<file path="src/hdl/scq_pkg.sv">
// scale quantizer types, scale table and shared helper functions
`default_nettype none

package scq_pkg;

  // table geometry and note limits
  localparam int SCALE_COUNT     = 22;
  localparam int MAX_SCALE_LEN   = 12;
  localparam int ROM_ENTRIES     = 22;
  localparam int CHROMATIC_ENTRY = 21;
  localparam int NOTE_MAX        = 127;
  localparam int OCTAVE          = 12;
  localparam int SNAP_REACH      = 6;
  localparam int CFG_ADDR_W      = 3;

  // register indexes on the config port
  localparam logic REG_SCALE_SELECT = 1'b0;
  localparam logic REG_ROOT_NOTE    = 1'b1;

  typedef logic [11:0][3:0] step_row_t;

  // semitone offsets per scale, degree 0 in the lowest nibble
  localparam step_row_t SCALE_ROM [ROM_ENTRIES] = '{
    48'h00000B975420, 48'h00000B975320, 48'h00000B875320, 48'h000000097420,
    48'h0000000A7530, 48'h000000A76530, 48'h00000A965320, 48'h000000000740,
    48'h000000000730, 48'h00000000B740, 48'h00000000A730, 48'h00000B875410,
    48'h0000A8754310, 48'h00000B876320, 48'h00000A865420, 48'h0000000A7520,
    48'h000000097320, 48'h000000087310, 48'h000000087510, 48'h0000000B7540,
    48'h000000A86420, 48'hBA9876543210
  };

  localparam logic [3:0] SCALE_LEN [ROM_ENTRIES] = '{
    4'd7, 4'd7, 4'd7, 4'd5, 4'd5, 4'd6, 4'd7, 4'd3, 4'd3, 4'd4, 4'd4,
    4'd7, 4'd8, 4'd7, 4'd7, 4'd5, 4'd5, 4'd5, 4'd5, 4'd5, 4'd6, 4'd12
  };

  typedef struct packed {
    logic signed [8:0] raw_degree;
    logic [6:0]        note_in;
  } in_word_t;

  typedef struct packed {
    logic [6:0]  mapped_note;
    logic        in_scale;
    logic [6:0]  snapped_note;
    logic [11:0] scale_mask;
  } out_word_t;

  // x mod 12 for 7-bit x, quotient by reciprocal 43/512
  function automatic logic [3:0] mod12_7b(input logic [6:0] x);
    logic [12:0] prod;
    logic [3:0]  q;
    logic [6:0]  q12;
    logic [6:0]  r;
    prod = {6'd0, x} * 13'd43;
    q    = prod[12:9];
    q12  = ({3'd0, q} << 3) + ({3'd0, q} << 2);
    r    = x - q12;
    return r[3:0];
  endfunction

  // pitch-class mask of a scale relative to its root
  function automatic logic [11:0] rel_mask(input logic [4:0] idx, input logic [3:0] len);
    logic [11:0] m;
    step_row_t   row;
    m   = '0;
    row = SCALE_ROM[idx];
    for (int i = 0; i < MAX_SCALE_LEN; i++) begin
      if (4'(i) < len) begin
        m[row[i]] = 1'b1;
      end
    end
    return m;
  endfunction

  // ceil(2^16 / len), exact floor quotient for dividends below 3328
  function automatic logic [16:0] recip16(input logic [3:0] len);
    logic [16:0] r;
    case (len)
      4'd1:    r = 17'd65536;
      4'd2:    r = 17'd32768;
      4'd3:    r = 17'd21846;
      4'd4:    r = 17'd16384;
      4'd5:    r = 17'd13108;
      4'd6:    r = 17'd10923;
      4'd7:    r = 17'd9363;
      4'd8:    r = 17'd8192;
      4'd9:    r = 17'd7282;
      4'd10:   r = 17'd6554;
      4'd11:   r = 17'd5958;
      4'd12:   r = 17'd5462;
      default: r = 17'd65536;
    endcase
    return r;
  endfunction

endpackage

`default_nettype wire

</file>
<file path="src/hdl/scale_note_quantizer_core.sv">
// scale note quantizer: config registers and four-stage result pipeline
// an accepted word passes the stage 1, 2, 3 and 4 registers in order to out_valid
// throughput: one word per cycle unless out_ready stalls; the stages are degree bias,
// reciprocal multiply, remainder, and note assembly, each behind its own register
// a stall on out_ready holds the last stage, earlier words close up into empty stages
// reset clears all stage valid bits, scale_select to 0 and root_note to 60
`default_nettype none

module scale_note_quantizer_core import scq_pkg::*; (
  input  wire logic                  clk,
  input  wire logic                  rst_n,
  input  wire logic                  in_valid,
  output logic                       in_ready,
  input  wire in_word_t              in_data,
  output logic                       out_valid,
  input  wire logic                  out_ready,
  output out_word_t                  out_data,
  input  wire logic                  psel,
  input  wire logic                  penable,
  input  wire logic                  pwrite,
  input  wire logic [CFG_ADDR_W-1:0] paddr,
  input  wire logic [31:0]           pwdata,
  output logic [31:0]                prdata,
  output logic                       pready
);

  // config registers
  logic [4:0]  scale_select_r, scale_select_nxt;
  logic [6:0]  root_note_r, root_note_nxt;
  logic        reg_idx;

  // active scale, derived from config
  logic [4:0]  act_idx;
  logic [3:0]  len_rom;
  logic [3:0]  len;
  logic [11:0] rel;
  logic [3:0]  root_pc;
  logic [23:0] rot_wide;
  logic [11:0] rot_mask;

  // stage valid bits and ready chain
  logic v1_r, v1_nxt, v2_r, v2_nxt, v3_r, v3_nxt, v4_r, v4_nxt;
  logic rdy1, rdy2, rdy3, rdy4;

  // stage 1: biased degree, note pitch class
  logic [11:0] s1_u_r, s1_u_nxt;
  logic [6:0]  s1_note_r, s1_note_nxt;
  logic [3:0]  s1_pc_r, s1_pc_nxt;

  // stage 2: quotient, membership, snap
  logic [28:0] s2_prod;
  logic [11:0] s2_q_r, s2_q_nxt;
  logic [11:0] s2_u_r, s2_u_nxt;
  logic        s2_member_r, s2_member_nxt;
  logic [6:0]  s2_snap_r, s2_snap_nxt;

  // stage 3: remainder and octave
  logic [15:0]       s3_qlen;
  logic [11:0]       s3_rem;
  logic [3:0]        s3_d_r, s3_d_nxt;
  logic signed [9:0] s3_oct_r, s3_oct_nxt;
  logic              s3_member_r, s3_member_nxt;
  logic [6:0]        s3_snap_r, s3_snap_nxt;

  // stage 4: output word
  logic [3:0]         s4_step;
  logic signed [12:0] s4_sum;
  out_word_t          s4_word_r, s4_word_nxt;

  // config port
  assign pready  = 1'b1;
  assign reg_idx = paddr[2];

  always_comb begin
    scale_select_nxt = scale_select_r;
    root_note_nxt    = root_note_r;
    if (psel && penable && pwrite) begin
      case (reg_idx)
        REG_SCALE_SELECT: scale_select_nxt = pwdata[4:0];
        REG_ROOT_NOTE:    root_note_nxt    = pwdata[6:0];
        default:          ;
      endcase
    end
  end

  always_comb begin
    case (reg_idx)
      REG_SCALE_SELECT: prdata = {27'd0, scale_select_r};
      REG_ROOT_NOTE:    prdata = {25'd0, root_note_r};
      default:          prdata = 32'd0;
    endcase
  end

  always_ff @(posedge clk) begin
    if (!rst_n) begin
      scale_select_r <= 5'd0;
      root_note_r    <= 7'd60;
    end else begin
      scale_select_r <= scale_select_nxt;
      root_note_r    <= root_note_nxt;
    end
  end

  // active scale lookup and rotated mask
  always_comb begin
    act_idx = (scale_select_r >= 5'(SCALE_COUNT)) ? 5'(CHROMATIC_ENTRY) : scale_select_r;
    len_rom = SCALE_LEN[act_idx];
    if (len_rom > 4'(MAX_SCALE_LEN)) begin
      len = 4'(MAX_SCALE_LEN);
    end else if (len_rom == 4'd0) begin
      len = 4'd1;
    end else begin
      len = len_rom;
    end
    rel      = rel_mask(act_idx, len);
    root_pc  = mod12_7b(root_note_r);
    rot_wide = {rel, rel} << root_pc;
    rot_mask = rot_wide[23:12];
  end

  // ready chain, a stage moves when it is empty or the next one moves
  assign rdy4     = !v4_r || out_ready;
  assign rdy3     = !v3_r || rdy4;
  assign rdy2     = !v2_r || rdy3;
  assign rdy1     = !v1_r || rdy2;
  assign in_ready = rdy1;

  assign v1_nxt = rdy1 ? in_valid : v1_r;
  assign v2_nxt = rdy2 ? v1_r : v2_r;
  assign v3_nxt = rdy3 ? v2_r : v3_r;
  assign v4_nxt = rdy4 ? v3_r : v4_r;

  always_ff @(posedge clk) begin
    if (!rst_n) begin
      v1_r <= 1'b0;
      v2_r <= 1'b0;
      v3_r <= 1'b0;
      v4_r <= 1'b0;
    end else begin
      v1_r <= v1_nxt;
      v2_r <= v2_nxt;
      v3_r <= v3_nxt;
      v4_r <= v4_nxt;
    end
  end

  // stage 1: bias degree by 256*len so floor division stays unsigned
  always_comb begin
    s1_u_nxt    = {{3{in_data.raw_degree[8]}}, in_data.raw_degree} + {len, 8'd0};
    s1_note_nxt = in_data.note_in;
    s1_pc_nxt   = mod12_7b(in_data.note_in);
  end

  // stage 2: quotient by reciprocal multiply
  always_comb begin
    s2_prod  = 29'(s1_u_r) * 29'(recip16(len));
    s2_q_nxt = s2_prod[27:16];
    s2_u_nxt = s1_u_r;
  end

  // stage 2: membership and nearest scale note, near and upper side first
  always_comb begin : snap_search
    logic [7:0] up_note;
    logic [4:0] up_pc;
    logic [4:0] dn_pc;
    up_note       = '0;
    up_pc         = '0;
    dn_pc         = '0;
    s2_member_nxt = rot_mask[s1_pc_r];
    s2_snap_nxt   = s1_note_r;
    if (!s2_member_nxt) begin
      for (int k = SNAP_REACH; k >= 1; k--) begin
        up_note = {1'b0, s1_note_r} + 8'(k);
        up_pc   = {1'b0, s1_pc_r} + 5'(k);
        if (up_pc >= 5'(OCTAVE)) begin
          up_pc = up_pc - 5'(OCTAVE);
        end
        dn_pc = {1'b0, s1_pc_r} + 5'(OCTAVE) - 5'(k);
        if (dn_pc >= 5'(OCTAVE)) begin
          dn_pc = dn_pc - 5'(OCTAVE);
        end
        if (({1'b0, s1_note_r} >= 8'(k)) && rot_mask[dn_pc[3:0]]) begin
          s2_snap_nxt = s1_note_r - 7'(k);
        end
        if ((up_note <= 8'(NOTE_MAX)) && rot_mask[up_pc[3:0]]) begin
          s2_snap_nxt = up_note[6:0];
        end
      end
    end
  end

  // stage 3: remainder and unbiased octave
  always_comb begin
    s3_qlen       = 16'(s2_q_r) * 16'(len);
    s3_rem        = s2_u_r - s3_qlen[11:0];
    s3_d_nxt      = s3_rem[3:0];
    s3_oct_nxt    = 10'(s2_q_r - 12'd256);
    s3_member_nxt = s2_member_r;
    s3_snap_nxt   = s2_snap_r;
  end

  // stage 4: root + offset + 12*octave, saturated
  always_comb begin
    s4_step = SCALE_ROM[act_idx][s3_d_r];
    s4_sum  = 13'(root_note_r) + 13'(s4_step)
            + ({{3{s3_oct_r[9]}}, s3_oct_r} <<< 3) + ({{3{s3_oct_r[9]}}, s3_oct_r} <<< 2);
    if (s4_sum < 0) begin
      s4_word_nxt.mapped_note = 7'd0;
    end else if (s4_sum > 13'sd127) begin
      s4_word_nxt.mapped_note = 7'(NOTE_MAX);
    end else begin
      s4_word_nxt.mapped_note = s4_sum[6:0];
    end
    s4_word_nxt.in_scale     = s3_member_r;
    s4_word_nxt.snapped_note = s3_snap_r;
    s4_word_nxt.scale_mask   = rot_mask;
  end

  // stage payload registers
  always_ff @(posedge clk) begin
    if (rdy1 && in_valid) begin
      s1_u_r    <= s1_u_nxt;
      s1_note_r <= s1_note_nxt;
      s1_pc_r   <= s1_pc_nxt;
    end
    if (rdy2 && v1_r) begin
      s2_q_r      <= s2_q_nxt;
      s2_u_r      <= s2_u_nxt;
      s2_member_r <= s2_member_nxt;
      s2_snap_r   <= s2_snap_nxt;
    end
    if (rdy3 && v2_r) begin
      s3_d_r      <= s3_d_nxt;
      s3_oct_r    <= s3_oct_nxt;
      s3_member_r <= s3_member_nxt;
      s3_snap_r   <= s3_snap_nxt;
    end
    if (rdy4 && v3_r) begin
      s4_word_r <= s4_word_nxt;
    end
  end

  assign out_valid = v4_r;
  assign out_data  = s4_word_r;

  // remainder from the reciprocal divide is always below the scale size
  assert property (@(posedge clk) disable iff (!rst_n) v3_r |-> (s3_d_r < len))
    else $error("degree remainder out of range");

  // a note flagged in scale is its own snap and sits on a mask bit
  assert property (@(posedge clk) disable iff (!rst_n)
    (out_valid && out_data.in_scale) |-> out_data.scale_mask[mod12_7b(out_data.snapped_note)])
    else $error("in-scale note not on mask");

  // an accepted word always occupies the first stage next cycle
  assert property (@(posedge clk) disable iff (!rst_n) (in_valid && in_ready) |=> v1_r)
    else $error("accepted word dropped at stage 1");

endmodule

`default_nettype wire

</file>
<file path="config.mk">
export PLATFORM = sky130hd
export DESIGN_NAME = scale_note_quantizer_core
export DESIGN_NICKNAME = d
export VERILOG_FILES = /design/src/hdl/scq_pkg.sv /design/src/hdl/scale_note_quantizer_core.sv
export SDC_FILE = /design/constraint.sdc
export NUM_CORES = 1
export LEC_CHECK = 0
export BUFFER_PORTS_ARGS = -buffer_cell sky130_fd_sc_hd__clkbuf_2
export CAP_MARGIN = 5
export CELL_PAD_IN_SITES_DETAIL_PLACEMENT = 1
export CELL_PAD_IN_SITES_GLOBAL_PLACEMENT = 2
export CORE_MARGIN = 1
export CORE_UTILIZATION = 39
export DETAILED_ROUTE_END_ITERATION = 6
export PLACE_DENSITY = 0.92
export SKIP_LAST_GASP = 1
export SLEW_MARGIN = 0
export SYNTH_ARGS = -nofsm -noshare
export SYNTH_HDL_FRONTEND = slang
export SYNTH_SLANG_ARGS = --single-unit
</file>
<file path="constraint.sdc">
create_clock -name clk -period 10.5 [get_ports clk]
set_clock_uncertainty 0.15 [all_clocks]
set_input_delay 2.1 -clock clk [delete_from_list [all_inputs] [get_ports clk]]
set_output_delay 2.1 -clock clk [all_outputs]
set_load 0.02 [all_outputs]
</file>
; Word-level counts from Yosys, hierarchy flattened
; Memories as Yosys holds them, arrays and structs flattened.
; Index checks and enable logic that the tools add are counted.
[totals]
output_inout_bits = 62
word_cells = 319
rom_bits = 1936
register_bits = 112
mem_count = 3
[classes]
n_mul = 4
magnitude_cmp = 79
add_sub_neg = 47
reduce_logical = 41
shift = 1
bitwise_logic = 13
mux = 110
[mem_list]
columns = memory, words, width, read_ports, rd_clocked_by_memory_dff, wr, line
row1 = (no name shown), 32, 48, 1, 0, 0, scale_note_quantizer_core.sv:204  ; s4_step = SCALE_ROM[act_idx][s3_d_r];
row2 = (no name shown), 16, 17, 1, 0, 0, scq_pkg.sv:79  ; case (len)
row3 = (no name shown), 32, 4, 1, 0, 0, scale_note_quantizer_core.sv:107  ; len_rom = SCALE_LEN[act_idx];
[op_table]
columns = operator, count
row1 = $mux 12, 12
row2 = $or 12x12->12, 11
row3 = $lt 4x5->1 const B, 26
row4 = $mux 4, 29
row5 = $mux 7, 14
row6 = $mux 48, 2
row7 = $pmux 32 s2, 1
row8 = $ge 5x4->1 const B, 12
row9 = $bmux 1 s4, 13
row10 = $demux 1 s4, 12
row11 = $ge 4x1->1 const B, 12
row12 = $le 8x7->1 const B, 6
row13 = $sub 4x4->4 const B, 12
row14 = $logic_and 1x1->1, 30
row15 = $mul 12x17->28, 1
row16 = $mux 1, 25
row17 = $add 7x3->8 const B, 3
row18 = $shl 24x4->24, 1
row19 = $mul 7x6->11 const B, 2
row20 = $ge 7x3->1 const B, 3
row21 = $sub 7x3->7 const B, 3
row22 = $add 7x2->8 const B, 2
row23 = $bmux 4 s4, 1
row24 = $lt 3x4->1 const A, 4
row25 = other kinds (35), 58

; Depth between registers and ports, before layout
; Gate-level depths: netlist of run 1.
[depth]
word_depth = 53
depth_mapped = 45

; Worst setup path after synthesis of run 1
; Ideal clock, no wire load.
[synth_timing]
path_kind = reg-to-reg
startpoint = register scale_select_r[3]
endpoint = register s2_q_r[6], data pin
required_time_ns = 10.092
setup_slack_ns = 1.562
setup_ns = 0.258
synth_period_minus_slack_ns = 8.938
path_buffers = 6
stages_incl_launch_ff = 44
arrival_time_ns = 8.530
cell_sequence = dfxtp_1 buf_6 buf_6 nand2_1 and2_1 buf_2 nand2_1 inv_1 ha_1 buf_2 nand4bb_1 clkbuf_1 nand2_1 clkinv_1 a21oi_1 inv_1 ha_1 inv_1 [... 8 more ...] fa_1 inv_1 fa_1 fa_1 ha_1 a21o_1 a21o_1 a21oi_1 o21ai_0 a21oi_1 nor2b_1 o31a_1 o21a_1 o21a_1 o21ai_0 nand2b_1 a21o_1 xor2_1
[synth_between]
elab_chain_len = 11
elab_cells_between_ends = 12
cone_classes = mul: 1 / order compare: 2 / mux: 5 / bitwise: 1 / reduce/logical: 1 / memory: 2
[synth_rtl]
columns = element, line
row1 = "start, declared", scale_note_quantizer_core.sv:28  ; logic [4:0] scale_select_r, scale_select_nxt;
row2 = "start signal, assigned", scale_note_quantizer_core.sv:99  ; scale_select_r <= scale_select_nxt;
row3 = $ge 5x5->1, scale_note_quantizer_core.sv:106  ; act_idx = (scale_select_r >= 5'(SCALE_COUNT)) ? 5'(CHROMATIC_ENTRY) : scale_select_r;
row4 = $mux 5 *, scale_note_quantizer_core.sv:106
row5 = $not 5->6 (not written as such) *, scale_note_quantizer_core.sv:107
row6 = $mem_v2 32x4 *, --
row7 = $mux 4 (not written as such) * (2 in series), scale_note_quantizer_core.sv:107
row8 = branches (longest 2 deep; another with $gt 4x4->1), --
row9 = $mux 4 *, scale_note_quantizer_core.sv:108  ; if (len_rom > 4'(MAX_SCALE_LEN)) begin
row10 = $mem_v2 16x17 *, --
row11 = $mul 12x17->28 *, scale_note_quantizer_core.sv:156  ; s2_prod = 29'(s1_u_r) * 29'(recip16(len));
row12 = named net s2_prod[22], scale_note_quantizer_core.sv:51  ; logic [28:0] s2_prod;
row13 = "end signal, assigned", scale_note_quantizer_core.sv:227  ; s2_q_r <= s2_q_nxt;
row14 = "end, declared", scale_note_quantizer_core.sv:52  ; logic [11:0] s2_q_r, s2_q_nxt;
; Mark *: on every way through the listed nets, which the timed path passes. The select of a mux whose other input is x is not followed.
; A chain may end at the register's enable or synchronous reset.

; Worst setup path in the final report of run 1
[layout_timing]
startpoint = register scale_select_r[0]
endpoint = register s2_q_r[6], data pin
; Same word-level chain as after synthesis.

==> impl_metrics.json, run 1 <==
{
  "critPathRequiredTime_ns": 10.51,
  "first_iter_violations": 1087,
  "synthCells": 2290,
  "crit_arrival_ns": 10.01,
  "clockRootBuffer": "clkbuf_16",
  "setup_viol": 0,
  "wl_um": 64800,
  "grt_usage_pct": 26.3,
  "synth-async-reset-ratio_pct": 0,
  "tightest_slew_ns": 1.09,
  "yosys_warnings": 0,
  "dpl.hpwl_um": 51300,
  "cts_buffer_depth": 2,
  "path_delay_family": "adder cells",
  "hold_slack_ns": 0.277,
  "tritoncts": "yes",
  "wire_per_inst_um": 22.0,
  "cp_max_fo": 13,
  "synth_edf_count": 94,
  "path_clk_slew_ns": 0.09,
  "reg2reg_slack_ns": 0.50,
  "r2r-end": "s2_q_r[6]",
  "fin_crit_sh_pct": 95.2,
  "power.internal_mw": 2.47,
  "placed_cell_area_sq_um": 20200,
  "ys_seq_area_share_pct": 16.2,
  "met2_usage_pct": 44.8,
  "grt-ovfl-total": 0,
  "timing.fmax_ghz": 0.100,
  "drtAntennaViolNets": 0,
  "maxCapViolCount": 0,
  "diodes": 0,
  "yosys.area_share.simple_pct": 20.5,
  "die_x_um": 225,
  "top_usage_layer": "met2",
  "muxShareOfSynthArea_pct": 1.76,
  "die_h_um": 225,
  "ctsHtreeMaxLevel": 3,
  "pin_count": 120,
  "ctsResizeCount": 0,
  "slew_viol_final": 0,
  "p_comb_share_pct": 80.1,
  "area_growth_pct": 5.43,
  "grt_pass1_wl_um": 104000,
  "final.fill_count": 5934,
  "min_to": "out_data[16]",
  "drcViolationCount": 0,
  "start_util_pct": 39.7,
  "synth_xor_area_share_pct": 3.90,
  "ys_ff_latch": 110,
  "die_area_sq_um": 50800,
  "clkSinkCount": 110,
  "endpoint_kind": "register",
  "hold_viol": 0,
  "slowest_stage": "fa_1",
  "r2r_cells": 39,
  "nets": 2691,
  "synth_ff_type": "edfxtp_1",
  "relSlewSlack_pct": 26.8,
  "via_per_inst": 5.94,
  "min_path_cells": 0,
  "seq_power_share_pct": 13.2,
  "hold_class": "register to register",
  "syn_area_per_cell_sq_um": 8.50,
  "first_global_vias": 18700,
  "drive_above_1_share_pct": 7.81,
  "insertion_delay_ns": 0.41,
  "cp_slowest_stage_delay_ns": 0.56,
  "cts_hold_buf": 0,
  "powerDensity_nw_per_um2": 272,
  "period_needed_ns": 10.0,
  "pwr-share-clk_pct": 6.7,
  "r2r_start": "scale_select_r[0]",
  "holdCritStartpoint": "s3_snap_r[4]",
  "use_met3_pct": 2.93,
  "crit_buf_inv": 7,
  "antenna_found_initial": 1,
  "yosysUniqueCellTypes": 110,
  "critPathLaunchType": "register",
  "fin_area_sq_um": 20500,
  "post-cts-setup-buffers": 0,
  "status": "completed",
  "port_buffers": 66,
  "core_area_sq_um": 49100,
  "grt_max_degree": 54,
  "synth_top_family_by_area": "adder cells",
  "dr.pass1.iters": 5,
  "vdd_drop_max_mv": 0.212,
  "netlist_area_sq_um": 19500,
  "leakage_nw": 9.00,
  "switching_share_pct": 55.6,
  "synth_fa_ha_area_share_pct": 29.6,
  "grtUsageMet1_pct": 34.9,
  "via_count": 17500,
  "gp_congestion": 0.952,
  "cts_buffers": 9,
  "crit_type": "register to register",
  "synth_compound_area_share_pct": 19.1,
  "power.switching_mw": 3.10,
  "rows": 81
}
-- registers in the layout, indices dropped and copies added (netlist names) --
register,flops
v3_r,1
s3_d_r,4
s3_oct_r,10
s2_q_r,10
root_note_r,7
s2_u_r,4
s1_pc_r,4
s2_snap_r,7
scale_select_r,5
s2_member_r,1
s3_member_r,1
out_data,27
out_valid,1
s1_u_r,12
v2_r,1
s3_snap_r,7
v1_r,1
s1_note_r,7
-- cell usage in the layout, fill, tap and decap left out, types with 66 or more instances in the layout --
cell	synthesis	final
nand2_1	295	295
inv_1	254	254
ha_1	187	185
fa_1	171	171
nor2_1	112	112
edfxtp_1	94	94
a21oi_1	86	84
and2_1	81	81
o21ai_0	67	67
clkbuf_2	0	66
-- power groups by stage --
stage | logic (mW) | clock network (mW) | registers [mW]
CTS | 4.39 | 0.385 | 0.730
global route | 4.89 | 0.398 | 0.741
finish | 4.46 | 0.376 | 0.733
global placement | 4.16 | 0 | 0.735
floorplan | 3.19 | 0 | 0.678
detailed placement | 4.36 | 0 | 0.740
-- cell families (layout without fill, tap and decap cells) --
kind of cell / count (synthesis) / count (layout)
AO/OA/AOI/OAI: 505 / 505
XOR/XNOR: 85 / 85
adder cells (fa/ha/maj): 358 / 358
buffers and inverters: 404 / 370
flip-flops: 110 / 110
multiplexers: 28 / 28
other: 2 / 26
AND/OR/NAND/NOR: 798 / 798
-- layout make-up --
| type | count | area, sq um | area share (%) |
|---|---|---|---|
| multi-input combinational | 1800 | 14700 | 71.8 |
| sequential | 110 | 3140 | 15.3 |
| inverter | 258 | 972 | 4.74 |
| tap | 664 | 831 | 4.05 |
| timing repair buffer | 96 | 556 | 2.71 |
| clock buffer | 10 | 229 | 1.12 |
| clock inverter | 6 | 63.8 | 0.311 |
-- synth_stat cells (16+ instances only) --
library cell  instances  area, sq um
o21ai_0              67          335
buf_2                20          100
a21o_1               28          210
edfxtp_1             94         2820
a21oi_1              86          430
nor2_1              112          420
mux2i_1              17          170
nor2b_1              37          231
xnor2_1              62          543
xor2_1               22          193
dfxtp_1              16          320
buf_4                29          218
a211oi_1             25          188
nand4_1              29          181
o211ai_1             31          233
fa_1                171         3420
inv_1               254          953
clkbuf_1             78          293
o21a_1               26          195
nand2_1             295         1110
nand3_1              61          305
nor3_1               41          205
ha_1                187         2340
and3_1               17          106
and2_1               81          507
a31oi_1              22          138
nand2b_1             29          181
nor4_1               17          106
-- per-layer routing --
layer	vias to the layer above	wire [um]
li1	7939	-
met5	-	0
met1	8931	28700
met4	0	1410
met2	536	31300
met3	89	3370
-- metrics by stage --
| step | total power, mW | util [%] | std cells | setup TNS [ns] | setup slack, ns |
|---|---|---|---|---|---|
| finish | 5.57 | 41.8 | 2944 | 0 | 0.502 |
| global route | 6.03 | 41.8 | 2944 | -0.00948 | -0.00948 |
| detailed placement | 5.10 | 41.2 | 2928 | 0 | 0.272 |
| CTS | 5.51 | 41.8 | 2944 | 0 | 0.137 |
| floorplan | 3.87 | - | 2314 | 0 | 1.56 |
| global placement | 4.89 | 41.2 | 2928 | 0 | 0.574 |
-- how the worst max path moves through the flow --
stage                                  from   endpoint  cells past startpoint
after floorplan           scale_select_r[3]  s2_q_r[6]                     43
after global placement    scale_select_r[0]  s2_q_r[6]                     39
after detailed placement  scale_select_r[0]  s2_q_r[6]                     39
after CTS                 scale_select_r[0]  s2_q_r[6]                     39
after global routing      scale_select_r[0]  s2_q_r[6]                     39
final                     scale_select_r[0]  s2_q_r[6]                     39
Note: power is estimated with default switching activity, not from simulation.
==> run 2, diff against run 1 <==
Settings changed: BUFFER_PORTS_ARGS -buffer_cell sky130_fd_sc_hd__clkbuf_2 to -buffer_cell sky130_fd_sc_hd__buf_4.
==> run 2 against run 1 <==
- the flow now finishes with violations (design-rule violations)
- setup slack gained 0.13 ns
- worst hold slack lost 0.0037 ns
- power shrank 0.58%
- combinational power is essentially flat
- critical endpoint unchanged
==> impl_metrics.json, run 2 (synthesis results as in run 1) <==
{
  "vdd_drop_max_mv": 0.286,
  "final_common_cell": "nand2_1",
  "die_area_sq_um": 50800,
  "min_to": "s3_snap_r[2]",
  "critPathLaunchType": "register",
  "via_per_inst": 5.93,
  "pin_count": 120,
  "hold_class": "register to register",
  "antenna_found_initial": 0,
  "clockRootBuffer": "clkbuf_16",
  "dr.pass1.iters": 7,
  "largest_reg_flops": 27,
  "r2r_cells": 39,
  "slew_viol_final": 0,
  "grt_pass1_wl_um": 103000,
  "dpl.hpwl_um": 50900,
  "first_global_vias": 18400,
  "setup_viol": 0,
  "crit_arrival_ns": 9.88,
  "slowest_stage": "fa_1",
  "start_util_pct": 39.7,
  "r2r_start": "scale_select_r[2]",
  "die_h_um": 225,
  "grt_max_degree": 48,
  "diodes": 0,
  "wl_um": 64400,
  "min_path_cells": 0,
  "powerDensity_nw_per_um2": 268,
  "fin_crit_sh_pct": 94.0,
  "port_buffers": 66,
  "drive_above_1_share_pct": 7.93,
  "holdCritStartpoint": "s2_snap_r[2]",
  "path_clk_slew_ns": 0.09,
  "stdcell_count": 2947,
  "maxCapViolCount": 0,
  "rsz0062_at_grt": "false",
  "r2r-end": "s2_q_r[6]",
  "rows": 81,
  "tightest_slew_ns": 1.13,
  "crit_type": "register to register",
  "grt-ovfl-total": 0,
  "first_iter_violations": 1135,
  "reg2reg_slack_ns": 0.63,
  "timing.fmax_ghz": 0.101,
  "hold_viol": 0,
  "die_x_um": 225,
  "tritoncts": "yes",
  "fin_area_sq_um": 20700,
  "setup_tns_ns": 0,
  "via_count": 17500,
  "relSlewSlack_pct": 24.4,
  "core_area_sq_um": 49100,
  "clkSinkCount": 110,
  "grt_usage_pct": 25.9,
  "status": "finished, violations left",
  "ctsHtreeMaxLevel": 3,
  "cp_slowest_stage_delay_ns": 0.58,
  "layout_common_cells": "294 x nand2_1, 254 x inv_1, 186 x ha_1",
  "area_growth_pct": 6.36,
  "period_needed_ns": 9.87,
  "endpoint_kind": "register",
  "post-cts-setup-buffers": 0,
  "placed_cell_area_sq_um": 20400,
  "critPathRequiredTime_ns": 10.51,
  "wire_per_inst_um": 21.8,
  "insertion_delay_ns": 0.40,
  "cts_buffers": 9,
  "leakage_nw": 9.06,
  "cp_max_fo": 20,
  "violations": "design-rule violations",
  "drtAntennaViolNets": 0,
  "gp_congestion": 0.935,
  "place_inst": 2931,
  "nets": 2694,
  "drcViolationCount": 2,
  "cts_buffer_depth": 2
}
==> run 2: worst max path at each step <==
stage,from,endpoint,depth (start not counted)
2_1_floorplan,scale_select_r[3],s2_q_r[6],43
4_1_cts,scale_select_r[2],s2_q_r[6],39
3_3_place_gp,scale_select_r[2],s2_q_r[6],36
3_5_place_dp,scale_select_r[2],s2_q_r[6],35
5_1_grt,scale_select_r[2],s2_q_r[6],40
6_report,scale_select_r[2],s2_q_r[6],39
==> run 2: worst max-delay path: cells and delay by family, from the launching register on <==
kind / cells / cell delay, ns
flops: 1 / 0.32
buf+inv: 8 / 1.18
fa+ha+maj: 8 / 3.53
compound gates: 13 / 2.81
simple gates: 9 / 1.50
xor+xnor: 1 / 0.14
==> run 2: report_power, final <==
group / switching (mW) / internal, mW
clock: 0.203 / 0.168
combinational: 2.76 / 1.67
sequential: 0.101 / 0.633
total: 3.06 / 2.48
==> run 2: per-stage QoR <==
step                      worst slack (ns)  utilization (%)  total power [mW]  hold WS (ns)
after floorplan                       1.56                -              3.87         0.250
after global placement               0.572             41.6              4.91         0.251
after detailed placement             0.353             41.6              5.09         0.256
after CTS                            0.333             42.2              5.50         0.275
after global routing                0.0740             42.2              6.00         0.279
final                                0.631             42.2              5.54         0.274
==> run 2: area by class of cell <==
cell class	instances	area, sq um
tap	664	831
multi-input combinational	1800	14700
inverter	258	968
clock inverter	6	63.8
sequential	110	3140
timing repair buffer	99	743
clock buffer	10	229
fill	5919	28400
==> run 2: routing by layer <==
layer  track usage [%]  routed length (um)  vias up  part of all wire (%)
li1                  -                   -     7944                     -
met1              34.7               28700     8928                    45
met2              43.6               30900      530                    48
met3              3.01                3400       87                   5.3
met4              7.90                1350        0                   2.1
met5                 0                   0        -                     0
==> run 2: repair_timing <==
action	in CTS	in global routing
setup endpoints to repair	0	4
hold buffers	0	0
gates resized for setup	0	5
